--- src/hdl/mwfc_pkg.sv ---
// Package for the write-multiple frame checker: constants, types, CRC step
package mwfc_pkg;

	localparam int MAX_FRAME_BYTES_DEF = 256;
	localparam int CNT_W = 9;
	localparam int HDR_LEN = 6;
	localparam int BYTECOUNT_POS = 6;
	localparam int FRAME_OVERHEAD = 9;
	localparam int REPLY_LEN = 8;
	localparam int IDX_W = 3;
	localparam logic [15:0] CRC_INIT = 16'hFFFF;
	localparam logic [15:0] CRC_POLY = 16'hA001;

	typedef enum logic [1:0] {
		ST_OK    = 2'd0,
		ST_SHORT = 2'd1,
		ST_BAD   = 2'd2
	} status_t;

	typedef struct packed {
		logic [HDR_LEN-1:0][7:0] hdr;
		logic [15:0]             hcrc;
		logic [15:0]             crc;
		logic [CNT_W-1:0]        len;
		logic [7:0]              decl;
		logic                    ovr;
	} job_t;

	function automatic logic [15:0] crc_feed(input logic [15:0] crc_in, input logic [7:0] b);
		logic [15:0] c;
		c = crc_in ^ {8'h00, b};
		for (int k = 0; k < 8; k++) begin
			if (c[0]) begin
				c = (c >> 1) ^ CRC_POLY;
			end else begin
				c = c >> 1;
			end
		end
		return c;
	endfunction

endpackage

--- src/hdl/modbus_write_multiple_frame_check.sv ---
// Modbus RTU write-multiple-registers request checker, top level
//
//   channel  | valid        | ready        | payload
//   ---------+--------------+--------------+-------------------------------------------
//   request  | data_valid   | data_ready   | data_byte, frame_end
//   reply    | reply_valid  | reply_ready  | reply_byte, reply_last, status, start_addr, reg_count
//
// One request byte per cycle; CRC and header capture run in the accumulator in that cycle.
// A finished frame sits in a one-entry frame register and is judged there; the reply
// register then issues 8 bytes (good frame) or 1 status, one per cycle the sink takes.
// Bytes of the next frame keep flowing meanwhile; only its last byte waits while the frame
// register holds a frame whose final item has not yet been loaded into the reply register.
// Reset clears the accumulator and control state; the frame register and reply data are not reset.
module modbus_write_multiple_frame_check #(
	parameter int MaxFrameBytes = mwfc_pkg::MAX_FRAME_BYTES_DEF
) (
	input  logic        clk,
	input  logic        arst_n,
	input  logic        data_valid,
	output logic        data_ready,
	input  logic [7:0]  data_byte,
	input  logic        frame_end,
	output logic        reply_valid,
	input  logic        reply_ready,
	output logic [7:0]  reply_byte,
	output logic        reply_last,
	output logic [1:0]  status,
	output logic [15:0] start_addr,
	output logic [15:0] reg_count
);

	mwfc_pkg::job_t                job_next;
	mwfc_pkg::job_t                job_s1;
	logic                          job_valid_s1;
	logic [mwfc_pkg::IDX_W-1:0]    idx_q;
	logic                          accept;
	logic                          out_load;
	logic                          job_release;
	mwfc_pkg::status_t             st;
	logic [15:0]                   start_w;
	logic [15:0]                   count_w;
	logic [17:0]                   need_len;
	logic [7:0]                    byte_w;
	logic                          last_w;
	logic                          reply_valid_q;
	logic [7:0]                    reply_byte_q;
	logic                          reply_last_q;
	logic [1:0]                    status_q;
	logic [15:0]                   start_addr_q;
	logic [15:0]                   reg_count_q;

	assign accept = data_valid && data_ready;

	mwfc_frame_acc #(
		.MaxFrameBytes(MaxFrameBytes)
	) u_acc (
		.clk      (clk),
		.arst_n   (arst_n),
		.accept   (accept),
		.data_byte(data_byte),
		.frame_end(frame_end),
		.job_next (job_next)
	);

	assign start_w  = {job_s1.hdr[2], job_s1.hdr[3]};
	assign count_w  = {job_s1.hdr[4], job_s1.hdr[5]};
	assign need_len = 18'(mwfc_pkg::FRAME_OVERHEAD) + 18'({count_w, 1'b0});

	always_comb begin
		priority if (job_s1.ovr) begin
			st = mwfc_pkg::ST_BAD;
		end else if (18'(job_s1.len) < need_len) begin
			st = mwfc_pkg::ST_SHORT;
		end else if ((job_s1.len != mwfc_pkg::CNT_W'(mwfc_pkg::FRAME_OVERHEAD)
				+ mwfc_pkg::CNT_W'(job_s1.decl))
				|| (17'(job_s1.decl) != {count_w, 1'b0})
				|| (job_s1.crc != 16'h0000)) begin
			st = mwfc_pkg::ST_BAD;
		end else begin
			st = mwfc_pkg::ST_OK;
		end
	end

	always_comb begin
		unique case (idx_q)
			3'd0:    byte_w = job_s1.hdr[0];
			3'd1:    byte_w = job_s1.hdr[1];
			3'd2:    byte_w = job_s1.hdr[2];
			3'd3:    byte_w = job_s1.hdr[3];
			3'd4:    byte_w = job_s1.hdr[4];
			3'd5:    byte_w = job_s1.hdr[5];
			3'd6:    byte_w = job_s1.hcrc[7:0];
			default: byte_w = job_s1.hcrc[15:8];
		endcase
	end

	assign last_w      = (st != mwfc_pkg::ST_OK)
		|| (idx_q == mwfc_pkg::IDX_W'(mwfc_pkg::REPLY_LEN - 1));
	assign out_load    = job_valid_s1 && (!reply_valid_q || reply_ready);
	assign job_release = out_load && last_w;
	assign data_ready  = !frame_end || !job_valid_s1 || job_release;

	always_ff @(posedge clk or negedge arst_n) begin
		if (!arst_n) begin
			job_valid_s1 <= 1'b0;
			idx_q        <= '0;
		end else begin
			if (accept && frame_end) begin
				job_valid_s1 <= 1'b1;
			end else if (job_release) begin
				job_valid_s1 <= 1'b0;
			end
			if (job_release) begin
				idx_q <= '0;
			end else if (out_load) begin
				idx_q <= idx_q + 1'b1;
			end
		end
	end

	always_ff @(posedge clk) begin
		if (accept && frame_end) begin
			job_s1 <= job_next;
		end
	end

	always_ff @(posedge clk or negedge arst_n) begin
		if (!arst_n) begin
			reply_valid_q <= 1'b0;
		end else if (out_load) begin
			reply_valid_q <= 1'b1;
		end else if (reply_ready) begin
			reply_valid_q <= 1'b0;
		end
	end

	always_ff @(posedge clk) begin
		if (out_load) begin
			reply_byte_q <= (st == mwfc_pkg::ST_OK) ? byte_w : 8'h00;
			reply_last_q <= last_w;
			status_q     <= st;
			start_addr_q <= start_w;
			reg_count_q  <= count_w;
		end
	end

	assign reply_valid = reply_valid_q;
	assign reply_byte  = reply_byte_q;
	assign reply_last  = reply_last_q;
	assign status      = status_q;
	assign start_addr  = start_addr_q;
	assign reg_count   = reg_count_q;

endmodule

--- src/hdl/mwfc_frame_acc.sv ---
// Per-frame accumulator: byte count, running CRC, header, header CRC, byte count field and overflow
module mwfc_frame_acc #(
	parameter int MaxFrameBytes = mwfc_pkg::MAX_FRAME_BYTES_DEF
) (
	input  logic          clk,
	input  logic          arst_n,
	input  logic          accept,
	input  logic [7:0]    data_byte,
	input  logic          frame_end,
	output mwfc_pkg::job_t job_next
);

	logic [mwfc_pkg::CNT_W-1:0]             cnt_q;
	logic [15:0]                            crc_q;
	logic [mwfc_pkg::HDR_LEN-1:0][7:0]      hdr_q;
	logic [15:0]                            hcrc_q;
	logic [7:0]                             decl_q;
	logic                                   ovr_q;
	logic [15:0]                            crc_new;

	assign crc_new = mwfc_pkg::crc_feed(crc_q, data_byte);

	always_comb begin
		job_next.hdr  = hdr_q;
		job_next.hcrc = hcrc_q;
		job_next.crc  = crc_q;
		job_next.len  = cnt_q;
		job_next.decl = decl_q;
		job_next.ovr  = ovr_q;
		if (cnt_q < mwfc_pkg::CNT_W'(MaxFrameBytes)) begin
			if (cnt_q < mwfc_pkg::CNT_W'(mwfc_pkg::HDR_LEN)) begin
				job_next.hdr[cnt_q[mwfc_pkg::IDX_W-1:0]] = data_byte;
			end
			if (cnt_q == mwfc_pkg::CNT_W'(mwfc_pkg::BYTECOUNT_POS)) begin
				job_next.decl = data_byte;
			end
			job_next.crc = crc_new;
			if (cnt_q == mwfc_pkg::CNT_W'(mwfc_pkg::HDR_LEN - 1)) begin
				job_next.hcrc = crc_new;
			end
			job_next.len = cnt_q + 1'b1;
		end else begin
			job_next.ovr = 1'b1;
		end
	end

	always_ff @(posedge clk or negedge arst_n) begin
		if (!arst_n) begin
			cnt_q  <= '0;
			crc_q  <= mwfc_pkg::CRC_INIT;
			hdr_q  <= '0;
			hcrc_q <= mwfc_pkg::CRC_INIT;
			decl_q <= '0;
			ovr_q  <= 1'b0;
		end else if (accept) begin
			if (frame_end) begin
				cnt_q  <= '0;
				crc_q  <= mwfc_pkg::CRC_INIT;
				hdr_q  <= '0;
				hcrc_q <= mwfc_pkg::CRC_INIT;
				decl_q <= '0;
				ovr_q  <= 1'b0;
			end else begin
				cnt_q  <= job_next.len;
				crc_q  <= job_next.crc;
				hdr_q  <= job_next.hdr;
				hcrc_q <= job_next.hcrc;
				decl_q <= job_next.decl;
				ovr_q  <= job_next.ovr;
			end
		end
	end

endmodule

--- config.mk ---
export PLATFORM = sky130hd
export DESIGN_NAME = modbus_write_multiple_frame_check
export DESIGN_NICKNAME = d
export VERILOG_FILES = /design/src/hdl/mwfc_pkg.sv /design/src/hdl/modbus_write_multiple_frame_check.sv /design/src/hdl/mwfc_frame_acc.sv
export SDC_FILE = /design/constraint.sdc
export NUM_CORES = 1
export LEC_CHECK = 0
export ABC_CLOCK_PERIOD_IN_PS = 5100
export BUFFER_PORTS_ARGS = -buffer_cell sky130_fd_sc_hd__clkbuf_2
export CAP_MARGIN = 25
export CORE_ASPECT_RATIO = 2
export CORE_MARGIN = 3
export CORE_UTILIZATION = 26
export CTS_CLUSTER_DIAMETER = 30
export DETAILED_ROUTE_END_ITERATION = 8
export PLACE_DENSITY_LB_ADDON = 0.08
export SLEW_MARGIN = 20
export SYNTH_ARGS = -nofsm -noshare
export SYNTH_HDL_FRONTEND = slang
export SYNTH_SLANG_ARGS = --single-unit
--- constraint.sdc ---
create_clock -name clk -period 5.1 [get_ports clk]
set_input_delay 1.02 -clock clk [delete_from_list [all_inputs] [get_ports clk]]
set_output_delay 1.02 -clock clk [all_outputs]
set_load 0.005 [all_outputs]
==> results of run 1 <==
[sequential cells by signal (all words and copies together), names as in the netlist, 9 cells and up]
register      flops
count_w          16
job_s1           82
reg_count        16
start_addr       16
u_acc.cnt_q       9
u_acc.crc_q      16
u_acc.hcrc_q     16
u_acc.hdr_q      48
[cell families (layout without fill, tap and decap cells)]
logic type                 after synthesis  after routing  synth area share
xor gates and xnor gates                48             48            0.0427
muxes                                   92             92            0.0974
and+or+nand+nor                        115            115            0.0585
AOI/OAI and AO/OA                      172            172             0.126
DFF                                    244            244             0.631
buffers and inverters                   54            155            0.0243
adders and majority gates               18             18            0.0207
[path summary, 6_finish.rpt]
kind,end,slack [ns],cells past startpoint
setup / recovery,data_ready,0.81,11
hold / removal,start_addr[12],0.47,0
setup reg to reg,count_w[6],1.18,12
hold reg to reg,start_addr[12],0.47,0
max in group asynchronous,u_acc.decl_q[3],4.01,2
min in group asynchronous,u_acc.hdr_q[19],0.56,2
[power by group]
group,switching (mW),internal (mW),total (mW),leakage [nW]
registers,0.122,2.35,2.47,2.61
logic,0.465,0.348,0.814,1.74
clock network,1.01,1.98,2.99,0.709
total,1.59,4.68,6.27,5.05
[metrics by stage]
stage | instance area, um2 | cells | utilization | power [mW] | hold WS [ns]
final | 13200 | 1379 | 0.322 | 6.27 | 0.468
after global placement | 11700 | 1304 | 0.285 | 3.33 | 0.451
after global routing | 13200 | 1379 | 0.322 | 6.53 | 0.475
after detailed placement | 11700 | 1304 | 0.285 | 3.34 | 0.455
after floorplan | 10900 | 743 | - | 3.04 | 0.422
after CTS | 13200 | 1378 | 0.321 | 6.37 | 0.471
[Yosys cell counts, types with 4 or more instances]
cell type  number  area, um2
and2_1          5       31.3
nor2_1         15       56.3
ha_1           18        225
nor4_1          8       50.1
a221oi_1        5       43.8
buf_1           4       15.0
inv_1          13       48.8
nand3_1        12       60.1
nand4_1         7       43.8
dfstp_2        32        841
mux2_4          7        105
edfxtp_1      141       4230
o21ai_0        16       80.1
xor2_1         18        158
nand2_1        32        120
xnor2_1        26        228
a22o_1         65        569
buf_2           4       20.0
dfrtp_1        71       1780
clkbuf_1       25       93.8
nor2b_1         6       37.5
a222oi_1       12        120
a21oi_1        19       95.1
nand2b_1        4       25.0
buf_6           7       78.8
mux2_2         79        890
o22a_1         31        272
[layer usage]
metal / share of wire / GRT usage / wire length, um / vias up
met1: 0.38 / 0.169 / 12500 / 3489
met5: 0 / 0 / 0 / -
met2: 0.52 / 0.271 / 17400 / 196
met4: 0.058 / 0.0847 / 1910 / 0
li1: - / - / - / 3024
met3: 0.040 / 0.0242 / 1340 / 73
[final cells by class]
| cell class | count | share of cell area |
|---|---|---|
| clock inverter | 28 | 0.0308 |
| multi-input combinational | 445 | 0.284 |
| sequential | 244 | 0.518 |
| inverter | 13 | 0.00369 |
| timing repair buffer | 68 | 0.0318 |
| tap | 535 | 0.0506 |
| clock buffer | 46 | 0.0812 |
==> impl_metrics.yaml, run 1 <==
status:
  outcome: "finished, final reports clean"
layout:
  final_nets: 843
  layout.cells.most_common_list: "edfxtp_1 (141), mux2_2 (79), dfrtp_1 (71)"
  regArea_um2: 6850
  syn2layout_area_growth_pct: 21.8
  diodes: 0
  multi_input_area_um2: 3760
  layout_commonest_cell: "edfxtp_1"
  final_layout_size_suffix_gt1_frac: 0.327
  fill_cells: 3976
die:
  die_h_um: 295
  start_util: 0.264
  core_area_um2: 41100
  die_area_um2: 44400
  rows: 105
  ios: 58
  die_w_um: 151
synth:
  syn_nets: 774
  synth-edff-count: 141
  syn_avg_cell_area_um2: 14.6
  yosys_most_used_dff: "edfxtp_1"
  ys_seq_area_frac: 0.631
  yosys.cell_types.count: 63
  async_reset_ff_frac: 0.422
  synth_seq_cells: 244
  synth_warnings: 0
  syn_inst: 743
  syn_area_um2: 10900
drt:
  drc_errors: 0
  wl_um: 33100
  postRouteAntennaNets: 0
  drtIter0Drc: 401
  viasPerCell: 4.92
  avgRoutedWirePerCell_um: 24.0
  vias: 6782
  firstDrtPassIters: 5
timing:
  setup_viol: 0
  fin_ws_ns: 0.808
  fin_crit_sh: 0.842
  rsz0062_at_grt: "false"
  timing.slew.headroom: 0.387
  setup_tns_ns: 0
  maxSlewViolCount: 0
  clock.fmax_mhz: 233
  hold_viol_final: 0
  skew_ns: 0.0168
  period_needed_ns: 4.29
  tightest_slew_ns: 0.915
worst_setup_path:
  r2r-start: "count_w[2]"
  critPathMaxStageDelay_ns: 0.54
  crit_path_cell_trace: "ha_1, nand3_1, xor2_1, ha_1, o21a_1, o21ai_0, a21oi_1, nor4b_1, and4_1, o21ai_0, clkbuf_2"
  cp.required_ns: 4.08
  crit_fanout: 9
  startpoint_type: "flip-flop"
  cp_top_family: "simple AND/OR/NAND/NOR gates"
  cp_data_arrival_time_ns: 3.27
  cp_slowest_cell: "edfxtp_1"
  crit_start: "count_w[2]"
  endpoint_kind: "primary output"
  criticalPathCategory: "reg2out"
  cp_num_buf_inv: 1
placed_design:
  pre_cts_slack_ns: 1.13
  port_buffers: 57
  gp_congestion: 0.826
  dp.final_hpwl_um: 22700
cts:
  cts_hold_buf: 0
  clkTransAtPathRegs_ns: 0.06
  cts_buffers: 40
  cts_root_buf: "clkbuf_16"
  postCtsSetupBuffers: 0
  h-tree-depth: 2
  cts_resized: 0
  clk-insertion-delay-late_ns: 0.53
  clockBufferDepth: 3
  clock_sinks: 244
  cts_tree: "built"
grt:
  antenna_found_initial: 0
  track_usage: 0.151
  grt_pass1_vias: 7337
  grt_pass1_wl_um: 49500
  grt_max_degree: 104
  grt-ovfl-total: 0
power:
  p_leak_nw: 5.05
  peakVddDrop_v: 0.000277
  power.density_nw_per_um2: 474
flow_run:
  maxCapViolations: 0
min_path:
  min_from: "job_s1[70]"
  hp-class: "reg2reg"
Power figures use the tool's default switching activity.
==> inputs of run 2 (changes only) <==
--- a/config.mk
+++ b/config.mk
@@ -5,7 +5,7 @@
 export SDC_FILE = /design/constraint.sdc
 export NUM_CORES = 1
 export LEC_CHECK = 0
-export ABC_CLOCK_PERIOD_IN_PS = 5100
+export ABC_CLOCK_PERIOD_IN_PS = 3600
 export BUFFER_PORTS_ARGS = -buffer_cell sky130_fd_sc_hd__clkbuf_2
 export CAP_MARGIN = 25
 export CORE_ASPECT_RATIO = 2
==> constraint.sdc (replaced) <==
create_clock -name clk -period 3.6 [get_ports clk]
set_input_delay 0.72 -clock clk [delete_from_list [all_inputs] [get_ports clk]]
set_output_delay 0.72 -clock clk [all_outputs]
set_load 0.005 [all_outputs]
==> run 2 against run 1 <==
Against the previous run:
- combinational power up 52%
- critical path depth unchanged
- sequential share of layout area down 0.67 points
- first-iteration DRC count down 0.75%
- critical endpoint unchanged
- largest cell class unchanged
==> impl_metrics.yaml, run 2 (same netlist as run 1, synthesis figures left out) <==
grt:
  grt_max_degree: 65
  antenna_found_initial: 0
  grt_pass1_wl_um: 50400
  grt_pass1_vias: 7263
  grt-ovfl-total: 0
  track_usage: 0.156
timing:
  maxSlewViolCount: 0
  clock.fmax_mhz: 285
  timing.slew.headroom: 0.433
  rsz0062_at_grt: "true"
  fin_crit_sh: 0.975
  tightest_slew_ns: 0.849
  setup_viol: 0
  hold_viol_final: 0
  skew_ns: 0.0162
  period_needed_ns: 3.51
layout:
  postLayoutCellArea_um2: 13400
  top_register: "job_s1"
  final_nets: 876
  layout.cells.most_common_list: "edfxtp_1 (141), mux2_2 (79), dfrtp_1 (71)"
  diodes: 0
  final_layout_size_suffix_gt1_frac: 0.357
  syn2layout_area_growth_pct: 23.4
  largestRegisters: "job_s1: 82 flops, u_acc.hdr_q: 48 flops"
  largest_register_ffs: 82
  instances_no_fill: 1410
  layout_commonest_cell: "edfxtp_1"
placed_design:
  dpl_cell_area_um2: 12000
  gp_congestion: 0.836
  post-place-cells: 1329
  port_buffers: 57
  dp.final_hpwl_um: 24400
worst_setup_path:
  critPathMaxStageDelay_ns: 0.40
  startpoint_type: "flip-flop"
  cp_data_arrival_time_ns: 2.79
  cp.required_ns: 2.88
  r2r_slack_ns: 0.44
  endpoint_kind: "primary output"
  cp_num_buf_inv: 2
  cp_top_family: "simple AND/OR/NAND/NOR gates"
  r2r-start: "count_w[2]"
  r2r_end: "job_s1[12]"
  criticalPathCategory: "reg2out"
  ff2ff_path_depth: 12
  crit_path_cell_trace: "buf_6, nand3_2, xor2_1, ha_2, o21a_1, o21ai_1, a21oi_1, nor4b_2, and4_4, o21ai_4, clkbuf_2"
  crit_fanout: 7
  cp_slowest_cell: "edfxtp_1"
power:
  peakVddDrop_v: 0.000313
  p_leak_nw: 5.13
  power.density_nw_per_um2: 629
status:
  outcome: "finished, final reports clean"
drt:
  drc_errors: 0
  firstDrtPassIters: 7
  wl_um: 34400
  avgRoutedWirePerCell_um: 24.4
  drtIter0Drc: 398
  viasPerCell: 4.90
  vias: 6915
  postRouteAntennaNets: 0
cts:
  cts_buffers: 41
  clockBufferDepth: 3
  cts_tree: "built"
  clock_sinks: 244
  clkTransAtPathRegs_ns: 0.06
  h-tree-depth: 2
  clk-insertion-delay-late_ns: 0.53
  cts_root_buf: "clkbuf_16"
die:
  ios: 58
  core_area_um2: 41100
  die_h_um: 295
  die_w_um: 151
  rows: 105
  die_area_um2: 44400
  start_util: 0.264
min_path:
  hp-class: "in2async"
flow_run:
  maxCapViolations: 0
run 2: cell types whose count changed in the layout (fill, tap and decap cells not counted), sizes merged:
cell,before,now
buf,12,43
bufinv,9,2
clkbuf,102,104
clkinv,8,10
clkinvlp,7,9
inv,17,18
run 2: timing repair:
item / 4_1_cts / 5_1_grt
pin swaps: 2 / 4
endpoints found under the setup margin: 1 / 1
setup buffers: 0 / 7
resized for setup: 9 / 11
hold buffers: 0 / 0
run 2: layout make-up:
cell class | instances | area (um2)
timing repair buffer | 100 | 723
sequential | 244 | 6850
fill | 3991 | 27700
tap | 535 | 669
clock buffer | 47 | 1060
inverter | 13 | 48.8
clock inverter | 26 | 220
multi-input combinational | 445 | 3840
run 2: how the worst max path moves through the flow:
stage | depth (start not counted) | slack [ns] | end | from
2_1_floorplan | 12 | 0.08 | count_w[0] | count_w[2]
3_3_place_gp | 8 | -0.02 | data_ready | job_s1[22]
3_5_place_dp | 8 | -0.07 | data_ready | job_s1[22]
4_1_cts | 8 | 0.01 | data_ready | job_s1[28]
5_1_grt | 11 | -0.006 | data_ready | count_w[3]
6_report | 11 | 0.09 | data_ready | count_w[2]
run 2: power breakdown:
group / switching (mW) / internal, mW
Combinational: 0.686 / 0.557
Clock: 1.42 / 2.27
Sequential: 0.177 / 3.33
run 2: through the flow:
| stage | hold WS [ns] | setup slack, ns | util | total power [mW] | setup TNS, ns |
|---|---|---|---|---|---|
| 3_3_place_gp | 0.462 | -0.0242 | 0.291 | 4.80 | -0.0242 |
| 6_report | 0.0729 | 0.0889 | 0.326 | 8.44 | 0 |
| 2_1_floorplan | 0.422 | 0.0820 | - | 4.30 | 0 |
| 4_1_cts | 0.394 | 0.0107 | 0.323 | 8.56 | 0 |
| 3_5_place_dp | 0.454 | -0.0672 | 0.291 | 4.80 | -0.0672 |
| 5_1_grt | 0.0808 | -0.00627 | 0.326 | 8.80 | -0.00627 |
run 2: layer usage:
layer	vias up	part of all wire	global-route usage
met2	153	0.57	0.301
li1	3099	-	-
met1	3598	0.37	0.167
met4	0	0.036	0.0610
met3	65	0.032	0.0221
met5	-	0	0
